[config.mk]
export PLATFORM = sky130hd
export DESIGN_NAME = elevator_hall_call_dispatch
export DESIGN_NICKNAME = d
export VERILOG_FILES = /design/src/sv/ehcd_pkg.sv /design/src/sv/ehcd_cfg.sv /design/src/sv/ehcd_score.sv /design/src/sv/ehcd_pick.sv /design/src/sv/ehcd_resolve.sv /design/src/sv/elevator_hall_call_dispatch.sv
export VERILOG_INCLUDE_DIRS = /design/src /design/src/sv
export SDC_FILE = /design/constraint.sdc
export NUM_CORES = 1
export LEC_CHECK = 0
export BUFFER_PORTS_ARGS = -buffer_cell sky130_fd_sc_hd__buf_2
export CELL_PAD_IN_SITES_DETAIL_PLACEMENT = 1
export CELL_PAD_IN_SITES_GLOBAL_PLACEMENT = 2
export CORE_ASPECT_RATIO = 2
export CORE_MARGIN = 2
export CORE_UTILIZATION = 41
export DETAILED_ROUTE_END_ITERATION = 6
export PLACE_DENSITY_LB_ADDON = 0.1
export SYNTH_ARGS = -nofsm -noshare
export SYNTH_HDL_FRONTEND = slang
export SYNTH_SLANG_ARGS = --single-unit
[constraint.sdc]
create_clock -name i_clk -period 13 [get_ports i_clk]
set_input_delay 0.65 -clock i_clk [delete_from_list [all_inputs] [get_ports i_clk]]
set_output_delay 0.65 -clock i_clk [all_outputs]
set_load 0.05 [all_outputs]
[src/sv/assert_macros.svh]
// Assertion macros for the dispatch RTL.
// Each macro checks on the rising clock edge and stays quiet while reset is low.
`ifndef ASSERT_MACROS_SVH
`define ASSERT_MACROS_SVH

// Checks that a condition holds at every clock edge.
`define ASSERT_ALWAYS(lbl, clk, rst_n, prop, msg) \
    lbl: assert property (@(posedge clk) disable iff (!rst_n) (prop)) else $error(msg);

// Checks that a consequence holds whenever its trigger holds, in the same cycle.
`define ASSERT_IMPL(lbl, clk, rst_n, ante, cons, msg) \
    lbl: assert property (@(posedge clk) disable iff (!rst_n) (ante) |-> (cons)) \
        else $error(msg);

`endif

[src/sv/ehcd_pkg.sv]
// Shared types, widths and constants for the elevator hall call dispatch block.
// No dependencies; every module of the block imports this package.
`timescale 1ns / 1ps
`default_nettype none

package ehcd_pkg;

    localparam int NUM_CARS_DEF = 4;
    localparam int MAX_CARS     = 4;

    localparam int FLOOR_W = 5;
    localparam int DIR_W   = 2;
    localparam int CAR_W   = 2;
    localparam int WT_W    = 12;
    localparam int CNT_W   = 6;
    localparam int MARK_W  = 2;
    localparam int SCORE_W = 9;

    localparam int CFG_IDX_W  = 2;
    localparam int CFG_DATA_W = 12;

    localparam int IN_DATA_W  = 120;
    localparam int OUT_DATA_W = 8;

    localparam logic [CFG_IDX_W-1:0] CFG_WEIGHT_CAP  = 2'd0;
    localparam logic [CFG_IDX_W-1:0] CFG_MAX_PERSONS = 2'd1;
    localparam logic [CFG_IDX_W-1:0] CFG_TOP_FLOOR   = 2'd2;

    localparam int LOAD_RESET = 1000;
    localparam int PERS_RESET = 20;
    localparam int TOP_RESET  = 20;

    localparam logic [DIR_W-1:0]  DIR_IDLE  = 2'd0;
    localparam logic [DIR_W-1:0]  DIR_UP    = 2'd1;
    localparam logic [DIR_W-1:0]  DIR_DOWN  = 2'd2;
    localparam logic [DIR_W-1:0]  DIR_RSVD  = 2'd3;
    localparam logic [MARK_W-1:0] MARK_BOTH = 2'd3;

    // ceil(2^14 / 5) == ceil(2^15 / 10); exact quotients for any 12-bit value.
    localparam int RECIP      = 3277;
    localparam int RECIP_SH5  = 14;
    localparam int RECIP_SH10 = 15;

    localparam int PEN80 = 10;
    localparam int PEN90 = 50;

    // Input item, last field in the lowest bits.
    typedef struct packed {
        logic [4*MARK_W-1:0]  car_marks;
        logic [4*CNT_W-1:0]   car_counts;
        logic [4*WT_W-1:0]    car_weights;
        logic [4*DIR_W-1:0]   car_dirs;
        logic [4*FLOOR_W-1:0] car_floors;
        logic [CAR_W-1:0]     start_car;
        logic [DIR_W-1:0]     call_dir;
        logic [FLOOR_W-1:0]   call_floor;
    } t_item;

    typedef struct packed {
        logic [WT_W-1:0]    load80;
        logic [WT_W-1:0]    load90;
        logic [CNT_W-1:0]   pers80;
        logic [CNT_W-1:0]   pers90;
        logic [FLOOR_W-1:0] top_floor;
    } t_thresh;

    typedef struct packed {
        logic                             call_ok;
        logic [CAR_W-1:0]                 start_car;
        logic [MAX_CARS-1:0][SCORE_W-1:0] score;
        logic [MAX_CARS-1:0]              busy;
        logic [MAX_CARS-1:0]              under90;
        logic [MAX_CARS-1:0]              match;
        logic [MAX_CARS-1:0]              near;
    } t_scored;

    typedef struct packed {
        logic                call_ok;
        logic [CAR_W-1:0]    pick;
        logic                pick_under90;
        logic [MAX_CARS-1:0] match;
        logic [MAX_CARS-1:0] near;
    } t_picked;

    // Result item, last field in the lowest bits.
    typedef struct packed {
        logic [MAX_CARS-1:0] clear_mask;
        logic [CAR_W-1:0]    chosen_car;
        logic                assigned;
    } t_result;

endpackage

`default_nettype wire

[src/sv/ehcd_cfg.sv]
// Configuration registers and derived 80% / 90% load and count thresholds.
// Depends on ehcd_pkg.
`timescale 1ns / 1ps
`default_nettype none

module ehcd_cfg (
    input  wire logic                           i_clk,
    input  wire logic                           i_rst_n,
    input  wire logic                           i_cfg_we,
    input  wire logic [ehcd_pkg::CFG_IDX_W-1:0]  i_cfg_idx,
    input  wire logic [ehcd_pkg::CFG_DATA_W-1:0] i_cfg_wdata,
    output ehcd_pkg::t_thresh                   o_thr
);
    import ehcd_pkg::*;

    t_thresh r_thr;

    // x - x/5 with the quotient taken from a reciprocal multiply.
    function automatic logic [WT_W-1:0] thr80(input logic [WT_W-1:0] x);
        logic [2*WT_W-1:0] prod;
        prod = (2*WT_W)'(x) * (2*WT_W)'(RECIP);
        return x - WT_W'(prod >> RECIP_SH5);
    endfunction

    function automatic logic [WT_W-1:0] thr90(input logic [WT_W-1:0] x);
        logic [2*WT_W-1:0] prod;
        prod = (2*WT_W)'(x) * (2*WT_W)'(RECIP);
        return x - WT_W'(prod >> RECIP_SH10);
    endfunction

    always_ff @(posedge i_clk) begin
        if (!i_rst_n) begin
            r_thr.load80    <= thr80(WT_W'(LOAD_RESET));
            r_thr.load90    <= thr90(WT_W'(LOAD_RESET));
            r_thr.pers80    <= CNT_W'(thr80(WT_W'(PERS_RESET)));
            r_thr.pers90    <= CNT_W'(thr90(WT_W'(PERS_RESET)));
            r_thr.top_floor <= FLOOR_W'(TOP_RESET);
        end else if (i_cfg_we) begin
            case (i_cfg_idx)
                CFG_WEIGHT_CAP: begin
                    r_thr.load80 <= thr80(i_cfg_wdata[WT_W-1:0]);
                    r_thr.load90 <= thr90(i_cfg_wdata[WT_W-1:0]);
                end
                CFG_MAX_PERSONS: begin
                    r_thr.pers80 <= CNT_W'(thr80(WT_W'(i_cfg_wdata[CNT_W-1:0])));
                    r_thr.pers90 <= CNT_W'(thr90(WT_W'(i_cfg_wdata[CNT_W-1:0])));
                end
                CFG_TOP_FLOOR: begin
                    r_thr.top_floor <= i_cfg_wdata[FLOOR_W-1:0];
                end
                default: begin
                end
            endcase
        end
    end

    assign o_thr = r_thr;

endmodule

`default_nettype wire

[src/sv/ehcd_score.sv]
// Pipeline stage: per-car travel score, load flags and hall call match flags.
// Depends on ehcd_pkg and the thresholds from ehcd_cfg.
`timescale 1ns / 1ps
`default_nettype none

module ehcd_score #(
    parameter int NUM_CARS = ehcd_pkg::NUM_CARS_DEF
) (
    input  wire logic              i_clk,
    input  wire logic              i_rst_n,
    input  wire ehcd_pkg::t_thresh i_thr,
    input  wire logic              i_valid,
    output logic                   o_ready,
    input  wire ehcd_pkg::t_item   i_item,
    output logic                   o_valid,
    input  wire logic              i_ready,
    output ehcd_pkg::t_scored      o_scored
);
    import ehcd_pkg::*;

    logic    r_valid;
    t_scored r_scored;
    t_scored n_scored;

    // Full-span distance: cars sweep between floor 0 and the upper turn point.
    function automatic logic [SCORE_W-1:0] travel(
        input logic [FLOOR_W-1:0] cf,
        input logic [DIR_W-1:0]   cdir,
        input logic [FLOOR_W-1:0] rf,
        input logic [DIR_W-1:0]   rdir,
        input logic [FLOOR_W-1:0] top
    );
        logic [FLOOR_W-1:0]        ut;
        logic signed [SCORE_W-1:0] ut2;
        logic signed [SCORE_W-1:0] cfs;
        logic signed [SCORE_W-1:0] rfs;
        logic [DIR_W-1:0]          eff;
        logic signed [SCORE_W-1:0] res;
        ut  = (top < rf) ? rf : top;
        ut2 = SCORE_W'({ut, 1'b0});
        cfs = SCORE_W'(cf);
        rfs = SCORE_W'(rf);
        eff = cdir;
        if (cdir == DIR_IDLE) begin
            eff = (rf > cf) ? DIR_UP : DIR_DOWN;
        end
        if (rdir == DIR_UP && eff == DIR_UP) begin
            res = (rf >= cf) ? rfs - cfs : ut2 - cfs + rfs;
        end else if (rdir == DIR_DOWN && eff == DIR_DOWN) begin
            res = (rf <= cf) ? cfs - rfs : ut2 - rfs + cfs;
        end else if (rdir == DIR_UP) begin
            res = rfs + cfs;
        end else begin
            res = ut2 - rfs - cfs;
        end
        if (cdir == DIR_IDLE && cf == rf) begin
            res = '0;
        end
        return res;
    endfunction

    always_comb begin
        logic [FLOOR_W-1:0]        cf;
        logic [DIR_W-1:0]          cdir;
        logic [WT_W-1:0]           wt;
        logic [CNT_W-1:0]          cnt;
        logic [MARK_W-1:0]         mark;
        logic signed [SCORE_W-1:0] sc;
        n_scored           = '0;
        n_scored.call_ok   = (i_item.call_dir == DIR_UP) || (i_item.call_dir == DIR_DOWN);
        n_scored.start_car = i_item.start_car;
        for (int i = 0; i < NUM_CARS; i++) begin
            cf   = i_item.car_floors[FLOOR_W*i +: FLOOR_W];
            cdir = i_item.car_dirs[DIR_W*i +: DIR_W];
            wt   = i_item.car_weights[WT_W*i +: WT_W];
            cnt  = i_item.car_counts[CNT_W*i +: CNT_W];
            mark = i_item.car_marks[MARK_W*i +: MARK_W];
            if (cdir == DIR_RSVD) begin
                cdir = DIR_IDLE;
            end
            sc = travel(cf, cdir, i_item.call_floor, i_item.call_dir, i_thr.top_floor);
            if (wt > i_thr.load80 || cnt > i_thr.pers80) begin
                sc = sc + SCORE_W'(PEN80);
            end
            if (wt > i_thr.load90 || cnt > i_thr.pers90) begin
                sc = sc + SCORE_W'(PEN90);
            end
            n_scored.score[i]   = sc;
            n_scored.busy[i]    = (cdir != DIR_IDLE);
            n_scored.under90[i] = (wt < i_thr.load90) && (cnt < i_thr.pers90);
            n_scored.match[i]   = (mark == i_item.call_dir) || (mark == MARK_BOTH);
            n_scored.near[i]    = ((cf >= i_item.call_floor) ? (cf - i_item.call_floor)
                                                             : (i_item.call_floor - cf))
                                  <= FLOOR_W'(1);
        end
    end

    assign o_ready = !r_valid || i_ready;

    always_ff @(posedge i_clk) begin
        if (!i_rst_n) begin
            r_valid <= 1'b0;
        end else if (o_ready) begin
            r_valid <= i_valid;
        end
    end

    always_ff @(posedge i_clk) begin
        if (o_ready && i_valid) begin
            r_scored <= n_scored;
        end
    end

    assign o_valid  = r_valid;
    assign o_scored = r_scored;

endmodule

`default_nettype wire

[src/sv/ehcd_pick.sv]
// Pipeline stage: lowest-score car selection, seeded with the start car; equal scores move the pick to a busy car.
// Depends on ehcd_pkg.
`timescale 1ns / 1ps
`default_nettype none

module ehcd_pick #(
    parameter int NUM_CARS = ehcd_pkg::NUM_CARS_DEF
) (
    input  wire logic              i_clk,
    input  wire logic              i_rst_n,
    input  wire logic              i_valid,
    output logic                   o_ready,
    input  wire ehcd_pkg::t_scored i_scored,
    output logic                   o_valid,
    input  wire logic              i_ready,
    output ehcd_pkg::t_picked      o_picked
);
    import ehcd_pkg::*;

    logic    r_valid;
    t_picked r_picked;
    t_picked n_picked;

    always_comb begin
        logic [CAR_W:0]   s;
        logic [CAR_W-1:0] pick;
        // Start candidate reduced modulo the number of cars.
        s = (CAR_W+1)'(i_scored.start_car);
        for (int k = 0; k < MAX_CARS - 1; k++) begin
            if (s >= (CAR_W+1)'(NUM_CARS)) begin
                s = s - (CAR_W+1)'(NUM_CARS);
            end
        end
        pick = s[CAR_W-1:0];
        // An equal score moves the pick only to a car that is not idle.
        for (int i = 0; i < NUM_CARS; i++) begin
            if ($signed(i_scored.score[i]) < $signed(i_scored.score[pick])) begin
                pick = CAR_W'(i);
            end else if (i_scored.score[i] == i_scored.score[pick] && i_scored.busy[i]) begin
                pick = CAR_W'(i);
            end
        end
        n_picked.call_ok      = i_scored.call_ok;
        n_picked.pick         = pick;
        n_picked.pick_under90 = i_scored.under90[pick];
        n_picked.match        = i_scored.match;
        n_picked.near         = i_scored.near;
    end

    assign o_ready = !r_valid || i_ready;

    always_ff @(posedge i_clk) begin
        if (!i_rst_n) begin
            r_valid <= 1'b0;
        end else if (o_ready) begin
            r_valid <= i_valid;
        end
    end

    always_ff @(posedge i_clk) begin
        if (o_ready && i_valid) begin
            r_picked <= n_picked;
        end
    end

    assign o_valid  = r_valid;
    assign o_picked = r_picked;

endmodule

`default_nettype wire

[src/sv/ehcd_resolve.sv]
// Output stage: assignment decision and clearing of duplicate hall calls.
// Depends on ehcd_pkg and assert_macros.svh.
`timescale 1ns / 1ps
`default_nettype none
`include "assert_macros.svh"

module ehcd_resolve #(
    parameter int NUM_CARS = ehcd_pkg::NUM_CARS_DEF
) (
    input  wire logic              i_clk,
    input  wire logic              i_rst_n,
    input  wire logic              i_valid,
    output logic                   o_ready,
    input  wire ehcd_pkg::t_picked i_picked,
    output logic                   o_valid,
    input  wire logic              i_ready,
    output ehcd_pkg::t_result      o_res
);
    import ehcd_pkg::*;

    localparam logic [MAX_CARS-1:0] CAR_MASK = MAX_CARS'((1 << NUM_CARS) - 1);

    logic    r_valid;
    t_result r_res;
    t_result n_res;
    logic    chosen_ok;
    logic    winner_kept;
    logic    mask_ok;

    always_comb begin
        logic stop;
        n_res = '0;
        stop  = 1'b0;
        if (i_picked.call_ok) begin
            n_res.chosen_car = i_picked.pick;
            if (i_picked.pick_under90) begin
                n_res.assigned = 1'b1;
                // Cars are examined in index order; the first matching car that is
                // the winner or within one floor suppresses the call and ends the scan.
                for (int i = 0; i < NUM_CARS; i++) begin
                    if (!stop && i_picked.match[i]) begin
                        if (CAR_W'(i) == i_picked.pick || i_picked.near[i]) begin
                            n_res.assigned = 1'b0;
                            stop           = 1'b1;
                        end else begin
                            n_res.clear_mask[i] = 1'b1;
                        end
                    end
                end
            end
        end
    end

    assign o_ready = !r_valid || i_ready;

    always_ff @(posedge i_clk) begin
        if (!i_rst_n) begin
            r_valid <= 1'b0;
        end else if (o_ready) begin
            r_valid <= i_valid;
        end
    end

    always_ff @(posedge i_clk) begin
        if (o_ready && i_valid) begin
            r_res <= n_res;
        end
    end

    assign o_valid = r_valid;
    assign o_res   = r_res;

    assign chosen_ok   = (CAR_W+1)'(r_res.chosen_car) < (CAR_W+1)'(NUM_CARS);
    assign winner_kept = !r_res.clear_mask[r_res.chosen_car];
    assign mask_ok     = (r_res.clear_mask & ~CAR_MASK) == '0;

    `ASSERT_IMPL(a_chosen_in_range, i_clk, i_rst_n, r_valid, chosen_ok, "chosen car out of range")
    `ASSERT_IMPL(a_winner_not_cleared, i_clk, i_rst_n, r_valid, winner_kept, "winner cleared")
    `ASSERT_IMPL(a_mask_in_group, i_clk, i_rst_n, r_valid, mask_ok, "clear mask outside group")

endmodule

`default_nettype wire

[src/sv/elevator_hall_call_dispatch.sv]
// Elevator hall call dispatch: top level with input register and stage wiring.
// Depends on ehcd_pkg, ehcd_cfg, ehcd_score, ehcd_pick and ehcd_resolve.
//
// Usage:
//   Calls enter on the slave stream (i_s_tvalid / o_s_tready / i_s_tdata); one
//   call transfers per cycle when both are high. Each call yields exactly one
//   result on the master stream (o_m_tvalid / i_m_tready / o_m_tdata).
//   Configuration is a plain write port: i_cfg_we, i_cfg_idx (0 weight capacity,
//   1 max_persons, 2 top_floor), i_cfg_wdata; write only while no call is in
//   flight. Load thresholds are derived at write time.
//   The result passes through the input register, score stage, pick stage
//   and result register.
//   Throughput: one call per cycle while the receiver takes results, set by
//   the four-stage register pipeline with one register stage per step.
//   Reset (synchronous, active low) empties the pipeline and loads a weight
//   capacity of 1000, max_persons 20 and top_floor 20.
//   When the receiver stalls, the result is held; each stage keeps taking
//   calls until it is full, so up to four calls can wait inside the block.
`timescale 1ns / 1ps
`default_nettype none

module elevator_hall_call_dispatch #(
    parameter int NUM_CARS = ehcd_pkg::NUM_CARS_DEF
) (
    input  wire logic                            i_clk,
    input  wire logic                            i_rst_n,
    input  wire logic                            i_cfg_we,
    input  wire logic [ehcd_pkg::CFG_IDX_W-1:0]  i_cfg_idx,
    input  wire logic [ehcd_pkg::CFG_DATA_W-1:0] i_cfg_wdata,
    input  wire logic                            i_s_tvalid,
    output logic                                 o_s_tready,
    // call_floor[4:0], call_dir[6:5], start_car[8:7], car_floors[28:9],
    // car_dirs[36:29], car_weights[84:37], car_counts[108:85], car_marks[116:109]
    input  wire logic [ehcd_pkg::IN_DATA_W-1:0]  i_s_tdata,
    output logic                                 o_m_tvalid,
    input  wire logic                            i_m_tready,
    // assigned[0], chosen_car[2:1], clear_mask[6:3]
    output logic [ehcd_pkg::OUT_DATA_W-1:0]      o_m_tdata
);
    import ehcd_pkg::*;

    logic    r_in_valid;
    t_item   r_item;
    t_thresh thr;
    logic    score_ready;
    logic    score_valid;
    t_scored scored;
    logic    pick_ready;
    logic    pick_valid;
    t_picked picked;
    logic    res_ready;
    t_result res;

    ehcd_cfg u_cfg (
        .i_clk       (i_clk),
        .i_rst_n     (i_rst_n),
        .i_cfg_we    (i_cfg_we),
        .i_cfg_idx   (i_cfg_idx),
        .i_cfg_wdata (i_cfg_wdata),
        .o_thr       (thr)
    );

    assign o_s_tready = !r_in_valid || score_ready;

    always_ff @(posedge i_clk) begin
        if (!i_rst_n) begin
            r_in_valid <= 1'b0;
        end else if (o_s_tready) begin
            r_in_valid <= i_s_tvalid;
        end
    end

    always_ff @(posedge i_clk) begin
        if (o_s_tready && i_s_tvalid) begin
            r_item <= i_s_tdata[$bits(t_item)-1:0];
        end
    end

    ehcd_score #(.NUM_CARS(NUM_CARS)) u_score (
        .i_clk    (i_clk),
        .i_rst_n  (i_rst_n),
        .i_thr    (thr),
        .i_valid  (r_in_valid),
        .o_ready  (score_ready),
        .i_item   (r_item),
        .o_valid  (score_valid),
        .i_ready  (pick_ready),
        .o_scored (scored)
    );

    ehcd_pick #(.NUM_CARS(NUM_CARS)) u_pick (
        .i_clk    (i_clk),
        .i_rst_n  (i_rst_n),
        .i_valid  (score_valid),
        .o_ready  (pick_ready),
        .i_scored (scored),
        .o_valid  (pick_valid),
        .i_ready  (res_ready),
        .o_picked (picked)
    );

    ehcd_resolve #(.NUM_CARS(NUM_CARS)) u_resolve (
        .i_clk    (i_clk),
        .i_rst_n  (i_rst_n),
        .i_valid  (pick_valid),
        .o_ready  (res_ready),
        .i_picked (picked),
        .o_valid  (o_m_tvalid),
        .i_ready  (i_m_tready),
        .o_res    (res)
    );

    assign o_m_tdata = {(OUT_DATA_W - $bits(t_result))'(0), res};

endmodule

`default_nettype wire
==> results.ini, run 1 <==
[cells_and_area]
n_fill_cell = 7202
drive_above_1_share = 0.0997
stdcell_area_um2 = 28400
nets = 3585
syn_to_final_growth_pct = 10.1
final_util = 0.454

[route]
postRouteAntennaNets = 0
dr.pass1.iters = 5
drt_iter0_markers = 641
vias = 22000
drc = 0
wl_per_cell_um = 25.5
vias_per_cell = 5.92
finalWirelength_um = 94600

[critical_path]
path_common_cell = o21a_1
crit_required_ns = 13.41
end_kind = flip-flop
path_class = flip-flop to flip-flop
setup.worst_path.start_class = flip-flop
crit_slowest_cell = edfxtp_1
crit_fanout = 20
worstPathArrival_ns = 11.90
cpPeakStageDelay_ns = 0.84

[sta]
slew_headroom = 0.167
max_freq_ghz = 0.0870
fin_setup_tns_ns = 0
layout_min_cycle_time_ns = 11.49
skew_ns = 0.0207
finalHoldViolCount = 0
setup_viol = 0
post-route-period-util = 0.884
rsz0062_at_grt = false
slew_violations = 0
tightest_slew_ns = 1.25
timing.hold.ws_ns = 0.220

[die]
die-width_um = 181
core_um2 = 62600
die_height_um = 359
rows = 130
dieArea_um2 = 65100
initial_core_util = 0.412
io_pins = 149

[power_and_ir_drop]
leakagePower_uw = 0.0127
powerDensity_nw_per_um2 = 209
ir_drop_v = 0.000193

[yosys]
ys_ff_latch = 236
synth.distinct_cells = 89
syn_avg_cell_area_um2 = 9.38
yosysSeqAreaShare = 0.257
netlist_instances = 2755
netlist_area_um2 = 25800
synth_edf_count = 191
synth-main-ff-cell = edfxtp_1
synth_nets = 3440
ys.warnings.count = 0
synthArstFlopShare = 0

[global_route]
grt_pass1_wl_um = 143000
grt_usage = 0.291
antenna_found_initial = 6
grt_max_degree = 62
grt-ovfl-total = 0
grt_pass1_vias = 24700

[place]
place.gp.congestion = 0.930
placed_cell_area_um2 = 27500
place.detailed.hpwl_um = 80100
port_buffers = 144

[cts]
hold_buffers = 0
path_clk_slew_ns = 0.07
cts_root_buf = clkbuf_16
insertion_delay_ns = 0.60
cts_buffer_depth = 3
cts_made_buffers = 25
cts_tree = yes
postCtsSetupBuffers = 0
clock_sinks = 236
postCtsResizedCells = 0
htree_levels = 1

[job]
maxCapViolations = 0

[status]
outcome = complete, no violations

[min_path]
hold_path.class = primary input to flip-flop

==> stage by stage <==
| step | setup slack (ns) | instances | power (µW) |
|---|---|---|---|
| floorplan | 3.09 | 2755 | 3900 |
| global placement | 1.66 | 3665 | 5040 |
| detailed placement | 1.48 | 3665 | 5190 |
| CTS | 1.40 | 3711 | 6010 |
| global route | 0.641 | 3714 | 6460 |
| finish | 1.51 | 3716 | 5950 |
==> critical path, delay by kind of cell (launching register included) <==
kind	cells	cell delay, ns
AOI/OAI and AO/OA	30	5.89
muxes	5	1.97
and+or+nand+nor	6	1.44
adders and majority gates	4	1.07
DFF	1	0.84
buffers and inverters	1	0.07
==> Yosys cell counts (22+ instances only) <==
cell type,number,area (µm²)
edfxtp_1,191,5740
xnor2_1,99,867
a211oi_1,56,420
a21o_1,82,616
o211ai_1,32,240
xor2_1,50,438
nor2b_1,65,407
nor2_1,169,634
nand3_1,39,195
a21oi_1,197,986
nor3_1,51,255
a31oi_1,28,175
nand4_1,34,213
dfxtp_1,45,901
o21ai_0,128,641
mux2_2,22,248
o21a_1,54,405
nand2_1,154,578
inv_1,279,1050
fa_1,77,1540
ha_1,469,5870
nand2b_1,34,213
clkbuf_1,39,146
mux2i_1,29,290
==> kinds of logic (layout without fill, tap and decap cells) <==
group / count (synthesis) / after routing / share of synthesized area
AOI/OAI and AO/OA: 769 / 769 / 0.200
xor gates and xnor gates: 149 / 149 / 0.0505
adders and majority gates: 546 / 546 / 0.287
buffers and inverters: 334 / 498 / 0.0493
DFF: 236 / 236 / 0.257
muxes: 60 / 60 / 0.0287
other: 1 / 6 / 0.000145
and+or+nand+nor: 660 / 660 / 0.128
==> cells in the final DEF (no fill, tap or decap), drive strengths merged, types with 40 or more instances in the layout <==
| cell type | count |
|---|---|
| buf | 171 |
| dfxtp | 45 |
| nand3 | 40 |
| ha | 469 |
| nor2 | 170 |
| o21ai | 132 |
| a211oi | 59 |
| o21a | 54 |
| a21o | 82 |
| inv | 283 |
| xor2 | 50 |
| nor2b | 65 |
| edfxtp | 191 |
| nand2 | 154 |
| xnor2 | 99 |
| fa | 77 |
| a21oi | 199 |
| nor3 | 52 |
==> registers in the layout (all words and copies together) (netlist names) <==
signal and cells:
r_item 117, u_pick.o_picked 12, u_resolve.o_valid 1, u_score.o_valid 1, r_in_valid 1, u_cfg.o_thr 41, u_pick.o_valid 1, u_resolve.o_res 7
u_score.o_scored 55
==> final cells by class <==
class	count	area (µm²)	area share
diodes	5	12.5	0.000440
multi-input cells	2185	17900	0.631
clock buffers	34	701	0.0246
inverters	281	1050	0.0371
clock inverters	12	183	0.00642
well taps	792	991	0.0348
repair buffers	171	923	0.0325
flip-flops and latches	236	6640	0.233
==> per-layer routing <==
metal | track usage | share of wire
met1 | 0.244 | 0.31
met2 | 0.594 | 0.57
met4 | 0.240 | 0.10
met5 | 0 | 0.00032
met3 | 0.0287 | 0.026
==> where the power goes <==
part           internal (µW)  switching [µW]
Combinational           1630            2420
Clock                    461             333
Sequential               994             114
Total                   3080            2870
==> worst paths after layout <==
check / slack, ns / endpoint / from / cells past startpoint
max: 1.51 / u_pick.o_picked[8]$_DFFE_PP_ / u_score.o_scored[52]$_DFFE_PP_ / 46
min: 0.22 / r_item[1]$_DFFE_PP_ / i_s_tdata[1] / 1
max reg2reg: 1.51 / u_pick.o_picked[8]$_DFFE_PP_ / u_score.o_scored[52]$_DFFE_PP_ / 46
min reg2reg: 0.42 / u_pick.o_picked[3]$_DFFE_PP_ / u_score.o_scored[3]$_DFFE_PP_ / 0
Power figures use the tool's default switching activity.
==> inputs of run 2 (changes only) <==
--- a/config.mk
+++ b/config.mk
@@ -11,7 +11,7 @@
 export CELL_PAD_IN_SITES_GLOBAL_PLACEMENT = 2
 export CORE_ASPECT_RATIO = 2
 export CORE_MARGIN = 2
-export CORE_UTILIZATION = 41
+export CORE_UTILIZATION = 25
 export DETAILED_ROUTE_END_ITERATION = 6
 export PLACE_DENSITY_LB_ADDON = 0.1
 export SYNTH_ARGS = -nofsm -noshare
==> results.ini, run 2 (same netlist as run 1, synthesis figures left out) <==
[global_route]
grt_max_degree = 62  ; unchanged
grt_pass1_vias = 24200  ; -1.9%
antenna_found_initial = 11  ; +5
grt_pass1_wl_um = 156000  ; +9.4%
grt-ovfl-total = 0  ; unchanged
grt_usage = 0.201  ; -0.0900

[power_and_ir_drop]
ir_drop_v = 0.000119  ; -38%
comb_power_share = 0.678  ; -0.002
powerDensity_nw_per_um2 = 202  ; -3.4%
p_int_uw = 3050  ; -1.0%
power.switching_uw = 2850  ; -0.77%
leakagePower_uw = 0.0128  ; +0.20%
pwr-share-clk = 0.131  ; -0.002
swShare = 0.483  ; +0.000663
seqPwrFrac = 0.191  ; +0.005

[sta]
skew_ns = 0.0273  ; +0.00662 ns
finalHoldViolCount = 0  ; unchanged
slew_violations = 0  ; unchanged
finalWorstSetupSlack_ns = 1.47  ; -0.0389 ns
layout_min_cycle_time_ns = 11.53  ; +0.0389 ns
slew_headroom = 0.170  ; +0.00316
rsz0062_at_grt = false
tightest_slew_ns = 1.24  ; -0.00208 ns
post-route-period-util = 0.887  ; +0.00299
max_freq_ghz = 0.0867  ; -0.34%
setup_viol = 0  ; unchanged
fin_setup_tns_ns = 0  ; unchanged

[place]
place.gp.congestion = 0.864  ; -7.1%
place.detailed.hpwl_um = 92300  ; +15%
placed_cell_area_um2 = 28300  ; +2.8%
port_buffers = 144  ; unchanged
pre_cts_slack_ns = 1.36  ; -0.116 ns

[cells_and_area]
largest_register = r_item
syn_to_final_growth_pct = 13.0
n_fill_cell = 11800  ; +64%
nets = 3595  ; +0.28%
largest_register_ffs = 117  ; unchanged
mostFrequentLayoutCells = ha_1 (469), inv_1 (279), a21oi_1 (197)
stdcell_area_um2 = 29200  ; +2.6%
drive_above_1_share = 0.103  ; +0.00342
final_common_cell = ha_1

[critical_path]
cpPeakStageDelay_ns = 0.92  ; +0.08 ns
r2r-start = u_score.o_scored[52]$_DFFE_PP_
crit_slowest_cell = a2111oi_1
crit_fanout = 20  ; unchanged
path_common_cell = o21a_1
crit_path_end = u_pick.o_picked[8]$_DFFE_PP_
r2r_end = u_pick.o_picked[8]$_DFFE_PP_
crit_required_ns = 13.32  ; -0.09 ns
rrSetupSlack_ns = 1.47  ; -0.04 ns
end_kind = flip-flop
setup.worst_path.start_class = flip-flop
path_class = flip-flop to flip-flop
path_buf_inv = 2  ; +1
reg2reg_depth = 48  ; +4.3%
crit_family = compound AO/OA/AOI/OAI gates
critPathLaunch = u_score.o_scored[52]$_DFFE_PP_
worstPathArrival_ns = 11.85  ; -0.05 ns
critical_path_depth = 48  ; +4.3%

[min_path]
hold_path.class = primary input to flip-flop
hold_depth = 1  ; unchanged

[die]
die_height_um = 459  ; +28%
rows = 166  ; +28%
die-width_um = 231  ; +27%
initial_core_util = 0.252  ; -0.160
core_um2 = 102000  ; +64%
dieArea_um2 = 106000  ; +63%
io_pins = 149  ; unchanged

[cts]
cts_made_buffers = 26  ; +4.0%
hold_buffers = 0  ; unchanged
postCtsResizedCells = 0  ; unchanged
postCtsSetupBuffers = 0  ; unchanged
cts_root_buf = clkbuf_16
cts_buffer_depth = 3  ; unchanged
htree_levels = 1  ; unchanged
clock_sinks = 236  ; unchanged
cts_tree = yes
path_clk_slew_ns = 0.07  ; about the same
insertion_delay_ns = 0.61  ; about the same

[route]
vias_per_cell = 5.03  ; -15%
finalWirelength_um = 107000  ; +13%
drc = 0  ; unchanged
wl_per_cell_um = 25.0  ; -1.7%
dr.pass1.iters = 4  ; -1
drt_iter0_markers = 705  ; +10%
postRouteAntennaNets = 0  ; unchanged
vias = 21500  ; -2.1%

[job]
maxCapViolations = 0  ; unchanged

[status]
outcome = complete, no violations

==> run 2: changes by cell type in the layout (fill, tap and decap cells not counted), sizes merged <==
| cell | before | now |
|---|---|---|
| buf | 171 | 180 |
| bufinv | 4 | 3 |
| clkbuf | 34 | 29 |
| clkinv | 5 | 12 |
| clkinvlp | 1 | 3 |
| diode | 5 | 3 |
| inv | 283 | 281 |
==> run 2: power groups by stage <==
stage               Sequential (µW)  Clock (µW)  Combinational [µW]
floorplan                      1080           0                2830
global placement               1140           0                3960
detailed placement             1150           0                4050
CTS                            1130         811                4070
global route                   1140         827                4490
finish                         1130         772                4000
==> run 2: per-stage QoR <==
stage,cells,hold WS (ns),power (µW),util
6_report,4276,0.214,5900,0.285
5_1_grt,4275,0.198,6460,0.285
3_3_place_gp,4226,0.403,5100,0.277
2_1_floorplan,2755,0.400,3900,-
4_1_cts,4273,0.164,6020,0.285
3_5_place_dp,4226,0.407,5190,0.277
==> run 2: cell type report <==
class                           instances  area [µm²]  share of cell area
Sequential cell                       236        6640               0.227
Clock buffer                           29         683              0.0234
Timing Repair Buffer                  180         991              0.0340
Multi-Input combinational cell       2185       18000               0.615
Antenna cell                            3        7.51            0.000257
Tap cell                             1344        1680              0.0576
Clock inverter                         18         169             0.00579
Inverter                              281        1050              0.0361
==> run 2: metal layers <==
layer,up-vias,part of all wire,routed length [µm],global-route usage
met5,-,0.0010,108,0
met4,18,0.063,6750,0.112
met3,195,0.018,1950,0.0167
met2,307,0.60,64700,0.439
met1,10600,0.31,33600,0.169
li1,10400,-,-,-
==> run 2: how the worst min path moves through the flow <==
stage	start	end	slack, ns
floorplan	u_score.o_scored[0]$_DFFE_PP_	u_pick.o_picked[0]$_DFFE_PP_	0.40
global placement	u_score.o_scored[54]$_DFFE_PP_	u_pick.o_picked[11]$_DFFE_PP_	0.40
detailed placement	u_score.o_scored[4]$_DFFE_PP_	u_pick.o_picked[4]$_DFFE_PP_	0.41
CTS	i_s_tdata[89]	r_item[89]$_DFFE_PP_	0.16
global route	i_s_tdata[25]	r_item[25]$_DFFE_PP_	0.20
finish	i_s_tdata[89]	r_item[89]$_DFFE_PP_	0.21
